==> src/rtl/nqp_pkg.sv <==
// Shared types and constants for the NVMe queue pair pointer manager.
package nqp_pkg;

  localparam int PTR_W  = 12;
  localparam int SIZE_W = 13;
  localparam int ID_W   = 16;
  localparam int CID_W  = 13;
  localparam int PTR_SPAN = 4096;
  localparam int MAX_RING_DEPTH_DEF = 4096;
  localparam int RING_MIN = 2;

  localparam int APB_DATA_W = 32;
  localparam int APB_ADDR_W = 4;

  localparam logic [SIZE_W-1:0] SQ_ENTRIES_RST = 13'd64;
  localparam logic [SIZE_W-1:0] CQ_ENTRIES_RST = 13'd256;
  localparam logic [ID_W-1:0]   SQ_IDENT_RST   = 16'd1;

  // Request codes carried in req_type.
  typedef enum logic [2:0] {
    REQ_ENQUEUE           = 3'd0,
    REQ_SUBMIT            = 3'd1,
    REQ_POLL              = 3'd2,
    REQ_DEQUEUE           = 3'd3,
    REQ_CQ_DOORBELL       = 3'd4,
    REQ_SQ_HEAD_CHECKED   = 3'd5,
    REQ_SQ_HEAD_UNCHECKED = 3'd6
  } req_kind_t;

  // Result status codes.
  typedef enum logic [1:0] {
    ST_OK        = 2'd0,
    ST_FULL      = 2'd1,
    ST_NOT_READY = 2'd2,
    ST_BAD_QID   = 2'd3
  } status_t;

  // Configuration register indexes.
  typedef enum logic [1:0] {
    CFG_SQ_ENTRIES = 2'd0,
    CFG_CQ_ENTRIES = 2'd1,
    CFG_SQ_IDENT   = 2'd2
  } cfg_reg_t;

  // Effective configuration seen by the pointer logic.
  typedef struct packed {
    logic [SIZE_W-1:0] sq_size;
    logic [SIZE_W-1:0] cq_size;
    logic [ID_W-1:0]   sq_ident;
    logic              resize;
  } cfg_t;

  // Status of the pointer reduction unit.
  typedef struct packed {
    logic             busy;
    logic             done;
    logic [PTR_W-1:0] tail_rem;
    logic [PTR_W-1:0] head_rem;
  } reduce_stat_t;

endpackage

==> src/rtl/nqp_ifs.sv <==
// Request and result channel interfaces of the queue pair pointer manager.
interface nqp_req_if import nqp_pkg::*; ();
  logic            valid;
  logic            ready;
  logic [2:0]      req_type;
  logic            entry_phase;
  logic            entry_present;
  logic [ID_W-1:0] entry_sqid;

  modport source (output valid, req_type, entry_phase, entry_present, entry_sqid,
                  input ready);
  modport sink (input valid, req_type, entry_phase, entry_present, entry_sqid,
                output ready);
endinterface

interface nqp_rsp_if import nqp_pkg::*; ();
  logic             valid;
  logic             ready;
  logic [1:0]       status;
  logic [PTR_W-1:0] slot_index;
  logic [CID_W-1:0] command_id;
  logic             doorbell_valid;
  logic [PTR_W-1:0] doorbell_value;

  modport source (output valid, status, slot_index, command_id, doorbell_valid,
                  doorbell_value, input ready);
  modport sink (input valid, status, slot_index, command_id, doorbell_valid,
                doorbell_value, output ready);
endinterface

==> src/rtl/nqp_cfg_regs.sv <==
// APB configuration registers with ring size clamping.
module nqp_cfg_regs import nqp_pkg::*; #(
  parameter int MAX_RING_DEPTH = MAX_RING_DEPTH_DEF
) (
  input  logic                  clk,
  input  logic                  rst,
  input  logic                  psel,
  input  logic                  penable,
  input  logic                  pwrite,
  input  logic [APB_ADDR_W-1:0] paddr,
  input  logic [APB_DATA_W-1:0] pwdata,
  output logic [APB_DATA_W-1:0] prdata,
  output logic                  pready,
  output cfg_t                  cfg
);

  localparam int LIM = (MAX_RING_DEPTH < PTR_SPAN) ? MAX_RING_DEPTH : PTR_SPAN;
  localparam logic [SIZE_W-1:0] LIM_SIZE = SIZE_W'(LIM);
  localparam logic [SIZE_W-1:0] MIN_SIZE = SIZE_W'(RING_MIN);

  logic [SIZE_W-1:0] sq_entries;
  logic [SIZE_W-1:0] cq_entries;
  logic [ID_W-1:0]   sq_ident;
  logic              wr_en;
  cfg_reg_t          reg_sel;

  assign pready  = 1'b1;
  assign wr_en   = psel && penable && pwrite;
  assign reg_sel = cfg_reg_t'(paddr[3:2]);

  // Register writes.
  always_ff @(posedge clk) begin
    if (rst) begin
      sq_entries <= SQ_ENTRIES_RST;
      cq_entries <= CQ_ENTRIES_RST;
      sq_ident   <= SQ_IDENT_RST;
    end else if (wr_en) begin
      unique case (reg_sel)
        CFG_SQ_ENTRIES: sq_entries <= pwdata[SIZE_W-1:0];
        CFG_CQ_ENTRIES: cq_entries <= pwdata[SIZE_W-1:0];
        CFG_SQ_IDENT:   sq_ident   <= pwdata[ID_W-1:0];
        default: ;
      endcase
    end
  end

  // Register reads.
  always_comb begin
    unique case (reg_sel)
      CFG_SQ_ENTRIES: prdata = APB_DATA_W'(sq_entries);
      CFG_CQ_ENTRIES: prdata = APB_DATA_W'(cq_entries);
      CFG_SQ_IDENT:   prdata = APB_DATA_W'(sq_ident);
      default:        prdata = '0;
    endcase
  end

  // Clamp ring sizes to the supported range and flag a submission resize.
  always_comb begin
    if (sq_entries < MIN_SIZE) begin
      cfg.sq_size = MIN_SIZE;
    end else if (sq_entries > LIM_SIZE) begin
      cfg.sq_size = LIM_SIZE;
    end else begin
      cfg.sq_size = sq_entries;
    end
    if (cq_entries < MIN_SIZE) begin
      cfg.cq_size = MIN_SIZE;
    end else if (cq_entries > LIM_SIZE) begin
      cfg.cq_size = LIM_SIZE;
    end else begin
      cfg.cq_size = cq_entries;
    end
    cfg.sq_ident = sq_ident;
    cfg.resize   = wr_en && (reg_sel == CFG_SQ_ENTRIES);
  end

endmodule

==> src/rtl/nqp_ptr_reduce.sv <==
// Bit-serial remainder unit that reduces the submission pointers by the ring size.
module nqp_ptr_reduce import nqp_pkg::*; (
  input  logic              clk,
  input  logic              rst,
  input  logic              start,
  input  logic [PTR_W-1:0]  tail_ptr,
  input  logic [PTR_W-1:0]  head_ptr,
  input  logic [SIZE_W-1:0] divisor,
  output reduce_stat_t      stat
);

  localparam int CNT_W = $clog2(PTR_W + 1);
  localparam logic [CNT_W-1:0] STEPS = CNT_W'(PTR_W);

  logic [CNT_W-1:0] cnt;
  logic             done;
  logic [PTR_W-1:0] rem_t;
  logic [PTR_W-1:0] rem_h;
  logic [PTR_W-1:0] dvd_t;
  logic [PTR_W-1:0] dvd_h;

  // One restoring step: bring down a bit, subtract the divisor if it fits.
  function automatic logic [PTR_W-1:0] rem_step(input logic [PTR_W-1:0] r,
                                                input logic b,
                                                input logic [SIZE_W-1:0] n);
    logic [SIZE_W-1:0] trial;
    logic [SIZE_W-1:0] diff;
    trial = {r, b};
    diff  = trial - n;
    if (trial >= n) begin
      return diff[PTR_W-1:0];
    end
    return trial[PTR_W-1:0];
  endfunction

  // Step counter and completion pulse.
  always_ff @(posedge clk) begin
    if (rst) begin
      cnt  <= '0;
      done <= 1'b0;
    end else begin
      done <= (cnt == CNT_W'(1));
      if (start) begin
        cnt <= STEPS;
      end else if (cnt != '0) begin
        cnt <= cnt - CNT_W'(1);
      end
    end
  end

  // Remainder datapath for both pointers.
  always_ff @(posedge clk) begin
    if (start) begin
      rem_t <= '0;
      rem_h <= '0;
      dvd_t <= tail_ptr;
      dvd_h <= head_ptr;
    end else if (cnt != '0) begin
      rem_t <= rem_step(rem_t, dvd_t[PTR_W-1], divisor);
      rem_h <= rem_step(rem_h, dvd_h[PTR_W-1], divisor);
      dvd_t <= {dvd_t[PTR_W-2:0], 1'b0};
      dvd_h <= {dvd_h[PTR_W-2:0], 1'b0};
    end
  end

  assign stat.busy     = (cnt != '0);
  assign stat.done     = done;
  assign stat.tail_rem = rem_t;
  assign stat.head_rem = rem_h;

endmodule

==> src/rtl/nqp_core.sv <==
// Queue pointer state, request decode and registered result stage.
module nqp_core import nqp_pkg::*; (
  input  logic             clk,
  input  logic             rst,
  input  cfg_t             cfg,
  input  reduce_stat_t     stat,
  output logic [PTR_W-1:0] tail_ptr,
  output logic [PTR_W-1:0] head_ptr,
  nqp_req_if.sink          req,
  nqp_rsp_if.source        rsp
);

  logic [PTR_W-1:0] sq_tail_ptr, sq_tail_ptr_next;
  logic [PTR_W-1:0] sq_head_ptr, sq_head_ptr_next;
  logic             sq_phase_bit, sq_phase_bit_next;
  logic [PTR_W-1:0] sq_last_rung, sq_last_rung_next;
  logic [PTR_W-1:0] cq_head_ptr, cq_head_ptr_next;
  logic             cq_phase_bit, cq_phase_bit_next;
  logic [PTR_W-1:0] cq_last_rung, cq_last_rung_next;
  logic [PTR_W-1:0] tail_mod, tail_mod_next;
  logic [PTR_W-1:0] head_mod, head_mod_next;

  logic             out_valid;
  status_t          out_status, status_c;
  logic [PTR_W-1:0] out_slot, slot_c;
  logic [CID_W-1:0] out_cid, cid_c;
  logic             out_dbv, dbv_c;
  logic [PTR_W-1:0] out_dbval, dbval_c;

  logic              req_fire;
  logic              full;
  logic [SIZE_W-1:0] tail_inc, head_inc, cq_inc, tail_mod_inc;
  logic [PTR_W-1:0]  tail_bump, head_bump, cq_bump;
  logic              tail_wrap, cq_wrap;
  logic              phase_new;

  assign req.ready = !(cfg.resize || stat.busy || stat.done) && (!out_valid || rsp.ready);
  assign req_fire  = req.valid && req.ready;
  assign tail_ptr  = sq_tail_ptr;
  assign head_ptr  = sq_head_ptr;

  // Pointer increments that wrap to zero at the ring size.
  always_comb begin
    tail_inc  = {1'b0, sq_tail_ptr} + SIZE_W'(1);
    tail_wrap = (tail_inc >= cfg.sq_size);
    tail_bump = tail_wrap ? '0 : tail_inc[PTR_W-1:0];
    head_inc  = {1'b0, sq_head_ptr} + SIZE_W'(1);
    head_bump = (head_inc >= cfg.sq_size) ? '0 : head_inc[PTR_W-1:0];
    cq_inc    = {1'b0, cq_head_ptr} + SIZE_W'(1);
    cq_wrap   = (cq_inc >= cfg.cq_size);
    cq_bump   = cq_wrap ? '0 : cq_inc[PTR_W-1:0];
    phase_new = sq_phase_bit ^ tail_wrap;
  end

  // Full when the reduced head sits one slot past the reduced tail.
  always_comb begin
    tail_mod_inc = {1'b0, tail_mod} + SIZE_W'(1);
    if (tail_mod_inc == cfg.sq_size) begin
      full = (head_mod == '0);
    end else begin
      full = ({1'b0, head_mod} == tail_mod_inc);
    end
  end

  // Request decode and next state.
  always_comb begin
    sq_tail_ptr_next  = sq_tail_ptr;
    sq_head_ptr_next  = sq_head_ptr;
    sq_phase_bit_next = sq_phase_bit;
    sq_last_rung_next = sq_last_rung;
    cq_head_ptr_next  = cq_head_ptr;
    cq_phase_bit_next = cq_phase_bit;
    cq_last_rung_next = cq_last_rung;
    tail_mod_next     = tail_mod;
    head_mod_next     = head_mod;
    status_c = ST_OK;
    slot_c   = '0;
    cid_c    = '0;
    dbv_c    = 1'b0;
    dbval_c  = '0;

    if (stat.done) begin
      tail_mod_next = stat.tail_rem;
      head_mod_next = stat.head_rem;
    end

    if (req_fire) begin
      unique case (req_kind_t'(req.req_type))
        REQ_ENQUEUE: begin
          if (full) begin
            status_c = ST_FULL;
          end else begin
            slot_c            = sq_tail_ptr;
            sq_tail_ptr_next  = tail_bump;
            tail_mod_next     = tail_bump;
            sq_phase_bit_next = phase_new;
            cid_c = {1'b0, tail_bump} + (phase_new ? '0 : cfg.sq_size);
          end
        end
        REQ_SUBMIT: begin
          if (sq_last_rung != sq_tail_ptr) begin
            dbv_c             = 1'b1;
            dbval_c           = sq_tail_ptr;
            sq_last_rung_next = sq_tail_ptr;
          end
        end
        REQ_POLL, REQ_DEQUEUE: begin
          if (req.entry_phase != cq_phase_bit) begin
            status_c = ST_NOT_READY;
          end else begin
            slot_c = cq_head_ptr;
            if (req_kind_t'(req.req_type) == REQ_DEQUEUE) begin
              cq_head_ptr_next  = cq_bump;
              cq_phase_bit_next = cq_phase_bit ^ cq_wrap;
            end
          end
        end
        REQ_CQ_DOORBELL: begin
          if (cq_last_rung != cq_head_ptr) begin
            dbv_c             = 1'b1;
            dbval_c           = cq_head_ptr;
            cq_last_rung_next = cq_head_ptr;
          end
        end
        REQ_SQ_HEAD_CHECKED: begin
          if (!req.entry_present) begin
            status_c = ST_NOT_READY;
          end else if (req.entry_sqid != cfg.sq_ident) begin
            status_c = ST_BAD_QID;
          end else begin
            sq_head_ptr_next = head_bump;
            head_mod_next    = head_bump;
          end
        end
        REQ_SQ_HEAD_UNCHECKED: begin
          sq_head_ptr_next = head_bump;
          head_mod_next    = head_bump;
        end
        default: ;
      endcase
    end
  end

  // Pointer state registers.
  always_ff @(posedge clk) begin
    if (rst) begin
      sq_tail_ptr  <= '0;
      sq_head_ptr  <= '0;
      sq_phase_bit <= 1'b1;
      sq_last_rung <= '0;
      cq_head_ptr  <= '0;
      cq_phase_bit <= 1'b1;
      cq_last_rung <= '0;
      tail_mod     <= '0;
      head_mod     <= '0;
    end else begin
      sq_tail_ptr  <= sq_tail_ptr_next;
      sq_head_ptr  <= sq_head_ptr_next;
      sq_phase_bit <= sq_phase_bit_next;
      sq_last_rung <= sq_last_rung_next;
      cq_head_ptr  <= cq_head_ptr_next;
      cq_phase_bit <= cq_phase_bit_next;
      cq_last_rung <= cq_last_rung_next;
      tail_mod     <= tail_mod_next;
      head_mod     <= head_mod_next;
    end
  end

  // Result register valid flag.
  always_ff @(posedge clk) begin
    if (rst) begin
      out_valid <= 1'b0;
    end else if (req_fire) begin
      out_valid <= 1'b1;
    end else if (rsp.ready) begin
      out_valid <= 1'b0;
    end
  end

  // Result register payload.
  always_ff @(posedge clk) begin
    if (req_fire) begin
      out_status <= status_c;
      out_slot   <= slot_c;
      out_cid    <= cid_c;
      out_dbv    <= dbv_c;
      out_dbval  <= dbval_c;
    end
  end

  assign rsp.valid          = out_valid;
  assign rsp.status         = out_status;
  assign rsp.slot_index     = out_slot;
  assign rsp.command_id     = out_cid;
  assign rsp.doorbell_valid = out_dbv;
  assign rsp.doorbell_value = out_dbval;

  // An accepted request always leaves a result behind.
  a_fire_gives_result: assert property (@(posedge clk) disable iff (rst)
    req_fire |=> out_valid)
    else $error("accepted request produced no result");

  // A doorbell is only issued alongside an ok status.
  a_doorbell_ok: assert property (@(posedge clk) disable iff (rst)
    (out_valid && out_dbv) |-> (out_status == ST_OK))
    else $error("doorbell issued with a failing status");

  // A refused enqueue leaves the tail and phase alone.
  a_full_holds_tail: assert property (@(posedge clk) disable iff (rst)
    (req_fire && (req.req_type == REQ_ENQUEUE) && full)
      |=> ($stable(sq_tail_ptr) && $stable(sq_phase_bit)))
    else $error("tail moved on a full queue");

  // Once reduced, the tail stays inside the submission ring.
  a_tail_mod_range: assert property (@(posedge clk) disable iff (rst)
    !(cfg.resize || stat.busy || stat.done || $past(cfg.resize))
      |-> ({1'b0, tail_mod} < cfg.sq_size))
    else $error("reduced tail outside the ring");

  // No request is taken while the pointers are being reduced.
  a_no_fire_busy: assert property (@(posedge clk) disable iff (rst)
    stat.busy |-> !req_fire)
    else $error("request accepted during pointer reduction");

endmodule

==> src/rtl/nvme_queue_pair_pointers.sv <==
// Top level of the NVMe queue pair pointer manager.
//
// Host-side pointers for one submission and completion queue pair. Requests
// arrive on the req channel (enqueue, submit doorbell, poll, dequeue,
// completion doorbell, checked and unchecked submission head update) and
// each produces exactly one result on the rsp channel: a status, a slot
// index, a command id and an optional doorbell write.
// rsp.valid rises in the cycle after acceptance; one request can be accepted
// in every cycle (barring a reduction or stalled result), since all pointer
// updates are a single increment and compare ahead of the result register.
// The result register frees up in the cycle it is taken, so a stalled
// receiver holds rsp steady and drops req.ready only while the result is
// still waiting.
// The APB port holds sq_entries, cq_entries and sq_ident at 0x0, 0x4, 0x8.
// Writing sq_entries starts a bit-serial reduction of the submission
// pointers by the new ring size; req.ready stays low for that write cycle,
// while the reduction is busy and while its done pulse is high.
// Reset (rst, synchronous) clears all pointers, sets both phase bits, and
// restores the register defaults; no clearing pass is needed.
module nvme_queue_pair_pointers import nqp_pkg::*; #(
  parameter int MAX_RING_DEPTH = MAX_RING_DEPTH_DEF
) (
  input  logic                  clk,
  input  logic                  rst,
  input  logic                  psel,
  input  logic                  penable,
  input  logic                  pwrite,
  input  logic [APB_ADDR_W-1:0] paddr,
  input  logic [APB_DATA_W-1:0] pwdata,
  output logic [APB_DATA_W-1:0] prdata,
  output logic                  pready,
  nqp_req_if.sink               req,
  nqp_rsp_if.source             rsp
);

  cfg_t             cfg;
  reduce_stat_t     stat;
  logic [PTR_W-1:0] tail_ptr;
  logic [PTR_W-1:0] head_ptr;

  // Configuration registers.
  nqp_cfg_regs #(
    .MAX_RING_DEPTH(MAX_RING_DEPTH)
  ) u_cfg (
    .clk     (clk),
    .rst     (rst),
    .psel    (psel),
    .penable (penable),
    .pwrite  (pwrite),
    .paddr   (paddr),
    .pwdata  (pwdata),
    .prdata  (prdata),
    .pready  (pready),
    .cfg     (cfg)
  );

  // Pointer reduction after a submission ring resize.
  nqp_ptr_reduce u_reduce (
    .clk      (clk),
    .rst      (rst),
    .start    (cfg.resize),
    .tail_ptr (tail_ptr),
    .head_ptr (head_ptr),
    .divisor  (cfg.sq_size),
    .stat     (stat)
  );

  // Request handling and result stage.
  nqp_core u_core (
    .clk      (clk),
    .rst      (rst),
    .cfg      (cfg),
    .stat     (stat),
    .tail_ptr (tail_ptr),
    .head_ptr (head_ptr),
    .req      (req),
    .rsp      (rsp)
  );

endmodule

==> src/flat_wrapper.sv <==
// flat-port wrapper written by rule: the top's interface ports become plain ports
module nvme_queue_pair_pointers_flat import nqp_pkg::*;
#(
  parameter int MAX_RING_DEPTH = MAX_RING_DEPTH_DEF
)
  (clk, rst, psel, penable, pwrite, paddr, pwdata, prdata, pready, req_valid, req_req_type, req_entry_phase, req_entry_present, req_entry_sqid, req_ready, rsp_valid, rsp_status, rsp_slot_index, rsp_command_id, rsp_doorbell_valid, rsp_doorbell_value, rsp_ready);
  nqp_req_if req_i ();
  nqp_rsp_if rsp_i ();
  input  logic clk;
  input  logic rst;
  input  logic psel;
  input  logic penable;
  input  logic pwrite;
  input  logic [APB_ADDR_W-1:0] paddr;
  input  logic [APB_DATA_W-1:0] pwdata;
  output logic [APB_DATA_W-1:0] prdata;
  output logic pready;
  input wire logic [$bits(req_i.valid)-1:0] req_valid;
  input wire logic [$bits(req_i.req_type)-1:0] req_req_type;
  input wire logic [$bits(req_i.entry_phase)-1:0] req_entry_phase;
  input wire logic [$bits(req_i.entry_present)-1:0] req_entry_present;
  input wire logic [$bits(req_i.entry_sqid)-1:0] req_entry_sqid;
  output wire logic [$bits(req_i.ready)-1:0] req_ready;
  output wire logic [$bits(rsp_i.valid)-1:0] rsp_valid;
  output wire logic [$bits(rsp_i.status)-1:0] rsp_status;
  output wire logic [$bits(rsp_i.slot_index)-1:0] rsp_slot_index;
  output wire logic [$bits(rsp_i.command_id)-1:0] rsp_command_id;
  output wire logic [$bits(rsp_i.doorbell_valid)-1:0] rsp_doorbell_valid;
  output wire logic [$bits(rsp_i.doorbell_value)-1:0] rsp_doorbell_value;
  input wire logic [$bits(rsp_i.ready)-1:0] rsp_ready;
  assign req_i.valid = req_valid;
  assign req_i.req_type = req_req_type;
  assign req_i.entry_phase = req_entry_phase;
  assign req_i.entry_present = req_entry_present;
  assign req_i.entry_sqid = req_entry_sqid;
  assign req_ready = req_i.ready;
  assign rsp_valid = rsp_i.valid;
  assign rsp_status = rsp_i.status;
  assign rsp_slot_index = rsp_i.slot_index;
  assign rsp_command_id = rsp_i.command_id;
  assign rsp_doorbell_valid = rsp_i.doorbell_valid;
  assign rsp_doorbell_value = rsp_i.doorbell_value;
  assign rsp_i.ready = rsp_ready;
  nvme_queue_pair_pointers #(.MAX_RING_DEPTH(MAX_RING_DEPTH)) u_core (.clk(clk), .rst(rst), .psel(psel), .penable(penable), .pwrite(pwrite), .paddr(paddr), .pwdata(pwdata), .prdata(prdata), .pready(pready), .req(req_i), .rsp(rsp_i));
endmodule
==> config.mk <==
export PLATFORM = sky130hd
export DESIGN_NAME = nvme_queue_pair_pointers_flat
export DESIGN_NICKNAME = d
export VERILOG_FILES = /design/src/rtl/nqp_pkg.sv /design/src/rtl/nqp_ifs.sv /design/src/rtl/nqp_cfg_regs.sv /design/src/rtl/nqp_ptr_reduce.sv /design/src/rtl/nqp_core.sv /design/src/rtl/nvme_queue_pair_pointers.sv /design/src/flat_wrapper.sv
export SDC_FILE = /design/constraint.sdc
export NUM_CORES = 1
export LEC_CHECK = 0
export BUFFER_PORTS_ARGS = -buffer_cell sky130_fd_sc_hd__buf_4
export CORE_MARGIN = 3
export CORE_UTILIZATION = 25
export CTS_CLUSTER_SIZE = 8
export DETAILED_ROUTE_END_ITERATION = 12
export HOLD_SLACK_MARGIN = 0.03
export SLEW_MARGIN = 20
export SYNTH_ARGS = -nofsm -noshare
export SYNTH_HDL_FRONTEND = slang
export SYNTH_SLANG_ARGS = --single-unit
==> constraint.sdc <==
create_clock -name clk -period 5.8 [get_ports clk]
set_input_delay 0.58 -clock clk [delete_from_list [all_inputs] [get_ports clk]]
set_output_delay 0.58 -clock clk [all_outputs]
set_load 0.02 [all_outputs]
* Word level (Yosys, flattened, before mapping)
Cells that the tools add are included.
** Cells by class
- $add $sub $neg :: 8
- $lt $le $gt $ge :: 9
- Eq/ne operators :: 17
- Muxes and demuxes :: 54
- Bitwise logic cells :: 5
- Reduce and logical (&&, ||, !) cells :: 28
** Operator list (number)
- two-way mux 12 bit :: 25
- case mux 12 bit (2 select lines) :: 4
- greater-or-equal comparator 13 bit :: 5
- two-way mux 13 bit :: 5
- adder 12 x 1 -> 13 bit, second input constant :: 4
- case mux 16 bit (3 select lines) :: 1
- > comparator 13 bit, second input constant :: 2
- < comparator 13 x 2 -> 1 bit, second input constant :: 2
- != test 12 bit :: 2
- subtractor 12 bit :: 2
- != test 16 bit :: 1
- adder 12 x 13 -> 13 bit :: 1
- == test 12 x 13 -> 1 bit :: 1
- == test 13 bit :: 1
- zero test 12 bit :: 1
- two-way mux 1 bit :: 12
- == test 3 bit, second input constant :: 3
- AND reduction 3 bit :: 3
- two-way mux 4 bit :: 2
- AND reduction 4 bit :: 2
- == test 3 x 2 -> 1 bit, second input constant :: 2
- two-way mux 2 bit :: 3
- case mux 2 bit (3 select lines) :: 1
- AND reduction 2 bit :: 3
- 18 further kinds :: 33
** Word-level totals
- Register bits after elaboration :: 222
- Bits of input ports :: 64
- Word-level logic and storage cells :: 146

* Depth between registers and ports, before layout
- Word-level depth :: 9
- Mapped depth :: 27
- Gate-level depth less buffers :: 25

* Modules after synthesis
A second synthesis with hierarchy kept.
** Second synthesis, totals
- Cell total of the unflattened synthesis :: 1660
- Area, all modules :: 14654.1 um^2
** By module, submodules not included
- nqp_core :: times used 1, cells each 1002, area each 8710.9 um^2, sequential area each 2942.8 um^2
- nqp_ptr_reduce :: times used 1, cells each 376, area each 3537.1 um^2, sequential area each 1301.2 um^2
- nqp_cfg_regs :: times used 1, cells each 282, area each 2406.1 um^2, sequential area each 840.8 um^2

* Least setup slack after synthesis
OpenSTA, ideal clock, no wires.
- Path kind :: reg2reg
- From :: register u_core.u_core.sq_tail_ptr[2], in the netlist u_core.u_core.tail_ptr[2]
- To :: register u_core.u_core.out_cid[12], in the netlist u_core.u_core.rsp.command_id[12] (data pin)
- Setup time :: 0.146 ns
- Data arrival time :: 5.201 ns
- Data required time :: 5.654 ns
- Setup slack :: 0.453 ns
- Stages on the path, launching flop included :: 28
- Period minus slack after synthesis :: 5.347 ns
- Cells stage by stage :: dfxtp_1 > clkbuf_1 > nand3_1 > nor2_1 > nand3_1 > nor2_1 > xnor2_1 > inv_1 > ha_1 > nand3_1 > nor2_1 > a221oi_1 > o21ai_0 > a31o_2 > clkbuf_1 > xor2_1 > clkbuf_1 > nor3_1 > ha_1 > fa_1 > a21o_1 > a21o_1 > a21oi_1 > o21ai_0 > a41oi_1 > a21oi_1 > or3_1 > a21oi_1
** On the way
- Longest elaborated chain between the ends :: 5
** Ends and longest elaborated chain
- start: declaration :: RTL line nqp_core.sv:13 : logic [PTR_W-1:0] sq_tail_ptr, sq_tail_ptr_next;
- start signal: assignment :: RTL line nqp_core.sv:157 : sq_tail_ptr <= sq_tail_ptr_next;
- adder 12 x 1 -> 13 bit * :: RTL line nqp_core.sv:44 : tail_inc = {1'b0, sq_tail_ptr} + SIZE_W'(1);
- greater-or-equal comparator 13 bit :: RTL line nqp_core.sv:45 : tail_wrap = (tail_inc >= cfg.sq_size);
- bitwise XOR 1 bit :: RTL line nqp_core.sv:52 : phase_new = sq_phase_bit ^ tail_wrap;
- two-way mux 13 bit :: RTL line nqp_core.sv:97 : cid_c = {1'b0, tail_bump} + (phase_new ? '0 : cfg.sq_size);
- adder 12 x 13 -> 13 bit * :: RTL line nqp_core.sv:97
- end signal: assignment :: RTL line nqp_core.sv:185 : out_cid <= cid_c;
- end: declaration :: RTL line nqp_core.sv:26 : logic [CID_W-1:0] out_cid, cid_c;
Mark *: on every way between the ends. The rest lies on a longest branch, timed or not.
A chain may end at the register's enable or synchronous reset.

* Worst setup path in the final report
- From :: register u_core.u_core.sq_tail_ptr[0], in the netlist u_core.u_core.tail_ptr[0]
- To :: register u_core.u_core.out_cid[12], in the netlist u_core.u_core.rsp.command_id[12] (data pin)
Same word-level chain as after synthesis.

==> results by group <==
Status
  • Outcome: completed

Finish
  • Final core occ: around 30%
  • Post-route insts no fill: 2,414
  • Layout cells sized above 1: 12.6%
  • Nets: 1,848
  • Layout area overhead: 17.5%
  • Fin area: 16,200 sq um
  • Fillers: 5,703

Placement
  • Post-DP HPWL: 32,300 um
  • GP Congestion: 0.923
  • DP Area: approximately 15,000 sq um
  • Dpl cells: 2,360
  • Port bufs: approximately 100

Power
  • Pwr dens: roughly 370 nW/um^2
  • Worst-case vdd ir drop: 0.000215 V
  • Pleak: 6.52 nW
  • Pwr Total: 6.02 mW

Floorplan
  • Die ar.: 58,000 sq um
  • Initial Util: 25.4%
  • DIE HEIGHT: 241 um
  • Num rows: 85
  • Ports: 139
  • Core Area: 54,200 sq um
  • Die Wd: 241 um

Worst setup path
  • Critical Path Start Type: register
  • Reg2reg path depth: 25
  • Critical Path Start: u_core.u_core.tail_ptr[0]
  • Worst EP arrival: 5.74 ns
  • Worst path required time: 6.22 ns
  • Crit path to: u_core.u_core.rsp.command_id[12]
  • Setup CP Type: register to register
  • Reg-to-Reg End: u_core.u_core.rsp.command_id[12]
  • R2r setup slk: 0.49 ns
  • Crit. End Element: register
  • Max Fanout on Critical Path: 10
  • Critical R2R Launch: u_core.u_core.tail_ptr[0]

Global routing
  • GRT overflow: 0
  • Met2 GRT Util: 23.2%
  • GRT Util Overall: 14.6%
  • Initial antenna violation count: 2
  • Global-route wire length before repair: 66,800 um
  • Vias in the first global route: 11.4k
  • M3 GR Usage: 2.54%
  • Largest net degree at the start of global routing: 67
  • Gr busiest metal: met2
  • GR Util met1: 20.5%

Clocking
  • Post-CTS setup buffers: 0
  • Htree depth: 1
  • Root Buffer: clkbuf_16
  • CTS buffer count: 31
  • Worst-Skew Late Latency: 0.59 ns
  • Clk buf depth: 3
  • TritonCTS clock tree: done
  • Clock sinks: 222
  • Clk slew on worst S/H paths: 0.06 ns
  • CTS Hold Bufs: 0

Synth
  • Ys flop type: dfxtp_1
  • Most common cell in the netlist: nand2_1
  • Asr flop ratio synth: 0%
  • Share of the synthesized area in the top cell type: between 20% and 30%
  • Mapped cell area: 13,800 sq um
  • Distinct cells, synth: 73
  • Sequential share of the synthesized area: 36.9%
  • Top cells by area, synth: dfxtp_1 23%, edfxtp_1 14%, ha_1 7.6%
  • Number of flops mapped to enable cells by yosys: 64
  • Ys Warns: 0
  • Leading area contributor after synthesis: dfxtp_1
  • Post-Synthesis Cells: 1,626
  • Avg Synthesized Cell Area: around 8.5 sq um
  • Commonest cells post-synth: 263 x nand2_1, 158 x dfxtp_1, 125 x a21oi_1, 113 x nor2_1, 90 x clkbuf_1
  • #FFs+latches synth: 222

Timing
  • FMAX: roughly 190 MHz
  • RSZ-0062 raised after global routing: no
  • Fin crit period: 5.31 ns
  • Fin. max-slew vios: 0
  • Fin. Hold Viols: 0
  • Max_slew headroom: 31.8%
  • Final setup vio count: 0
  • Period utilization: 91.6%
  • Setup TNS: 0 ns
  • Clock Skews: 0.0260 ns
  • Worst slew pin tran: approximately 1.0 ns

Worst hold path
  • Hold WC Path Type: input pin to register

Detailed routing
  • First-pass DRT Iterations: 5
  • Vias per Instance: 5.03
  • 1st-iter DRT viols: 1,010
  • DRT antenna net count: 0
  • Routed len/inst: 18.2 um
  • Number of remaining DRC errors: 0
  • Detailed Route WL: 43,900 um
  • Via Count: 12.1k

Flow run
  • Max_cap viols: 0
==> worst min path at each step <==
stage                               startpoint                    endpoint  slack [ns]  cells after the start
floorplan           u_core.u_core.head_ptr[11]  u_core.u_core.head_ptr[11]        0.43                      2
global placement    u_core.u_core.head_ptr[11]  u_core.u_core.head_ptr[11]        0.44                      2
detailed placement  u_core.u_core.head_ptr[11]  u_core.u_core.head_ptr[11]        0.45                      2
CTS                                 pwdata[15]   u_core.u_cfg.sq_ident[15]        0.24                      3
global route                         pwdata[0]    u_core.u_cfg.sq_ident[0]        0.25                      3
finish                              pwdata[15]   u_core.u_cfg.sq_ident[15]        0.26                      3
==> final cells by class <==
| class | count | area, sq um | area share, % |
|---|---|---|---|
| Antenna cell | 3 | 7.51 | 0.0463 |
| Clock buffer | 50 | 847 | 5.23 |
| Clock inverter | 1 | 20.0 | 0.124 |
| Inverter | 39 | 146 | 0.904 |
| Multi-Input combinational cell | 1259 | 8140 | 50.2 |
| Sequential cell | 222 | 5090 | 31.4 |
| Tap cell | 696 | 871 | 5.38 |
| Timing Repair Buffer | 144 | 1080 | 6.67 |
==> cells by family (layout without fill, tap and decap cells) <==
kind of cell	Yosys count	in the layout	share of synthesized area, %
mux	74	74	5.44
other cells	2	20	0.0544
buf+inv	160	234	4.96
fa+ha+maj	87	87	8.06
compound gates	327	327	14.6
simple gates	624	624	21.1
flops	222	222	36.9
xor+xnor	130	130	8.87
==> report_power, final <==
part / switching (mW) / internal, mW / total [mW]
logic: 1.24 / 0.861 / 2.10
clock network: 0.707 / 0.984 / 1.69
registers: 0.249 / 1.98 / 2.23
==> through the flow <==
stage	setup WS (ns)	hold WS [ns]
global placement	0.288	0.440
finish	0.485	0.263
CTS	0.214	0.239
floorplan	0.453	0.432
detailed placement	0.245	0.454
global route	0.00889	0.249
==> state kept, by name, indices dropped and copies added, names as in the netlist, 13 cells and up <==
name / count
u_core.u_cfg.sq_ident: 16
u_core.u_cfg.sq_entries: 13
u_core.u_cfg.cq_entries: 13
u_core.u_core.rsp.command_id: 13
==> cell usage in the layout, fill, tap and decap left out, types with 14 or more instances in the layout <==
master,n
a21oi_1,125
a22o_1,24
a31oi_1,14
and3_1,18
buf_4,144
clkbuf_1,19
clkbuf_16,31
conb_1,17
dfxtp_1,156
edfxtp_1,64
ha_1,84
inv_1,38
mux2i_1,66
nand2_1,263
nand3_1,48
nand4_1,27
nor2_1,112
nor2b_1,23
nor3_1,55
o21ai_0,73
o31ai_1,18
xnor2_1,89
xor2_1,32
==> routing by layer <==
layer | vias up | wire, um
met2 | 360 | 19700
met3 | 76 | 2750
li1 | 5836 | -
met5 | - | 0
met1 | 5873 | 20300
met4 | 0 | 1080
==> what timing repair did <==
item,4_1_cts,5_1_grt
gates resized for setup,0,10
setup endpoints to repair,0,2
hold endpoints to repair,0,0
==> worst max-delay path, cell delays in order (launching register included) <==
cell and delay (ns):
dfxtp_1 0.33, buf_4 0.19, nand2_1 0.08, nor2_1 0.20, and3_1 0.27, nand3_1 0.15
xor2_2 0.24, inv_1 0.07, ha_1 0.30, nand2_1 0.08, nor2_1 0.06, a221oi_1 0.25
o21ai_0 0.13, a31o_2 0.26, xor2_2 0.22, nor3_1 0.08, ha_1 0.22, fa_1 0.41
a21o_1 0.20, a21o_1 0.20, a21oi_1 0.22, o21ai_0 0.18, a41oi_2 0.26, a21oi_1 0.11
or3_1 0.31, a21oi_1 0.12
Power figures use the tool's default switching activity.
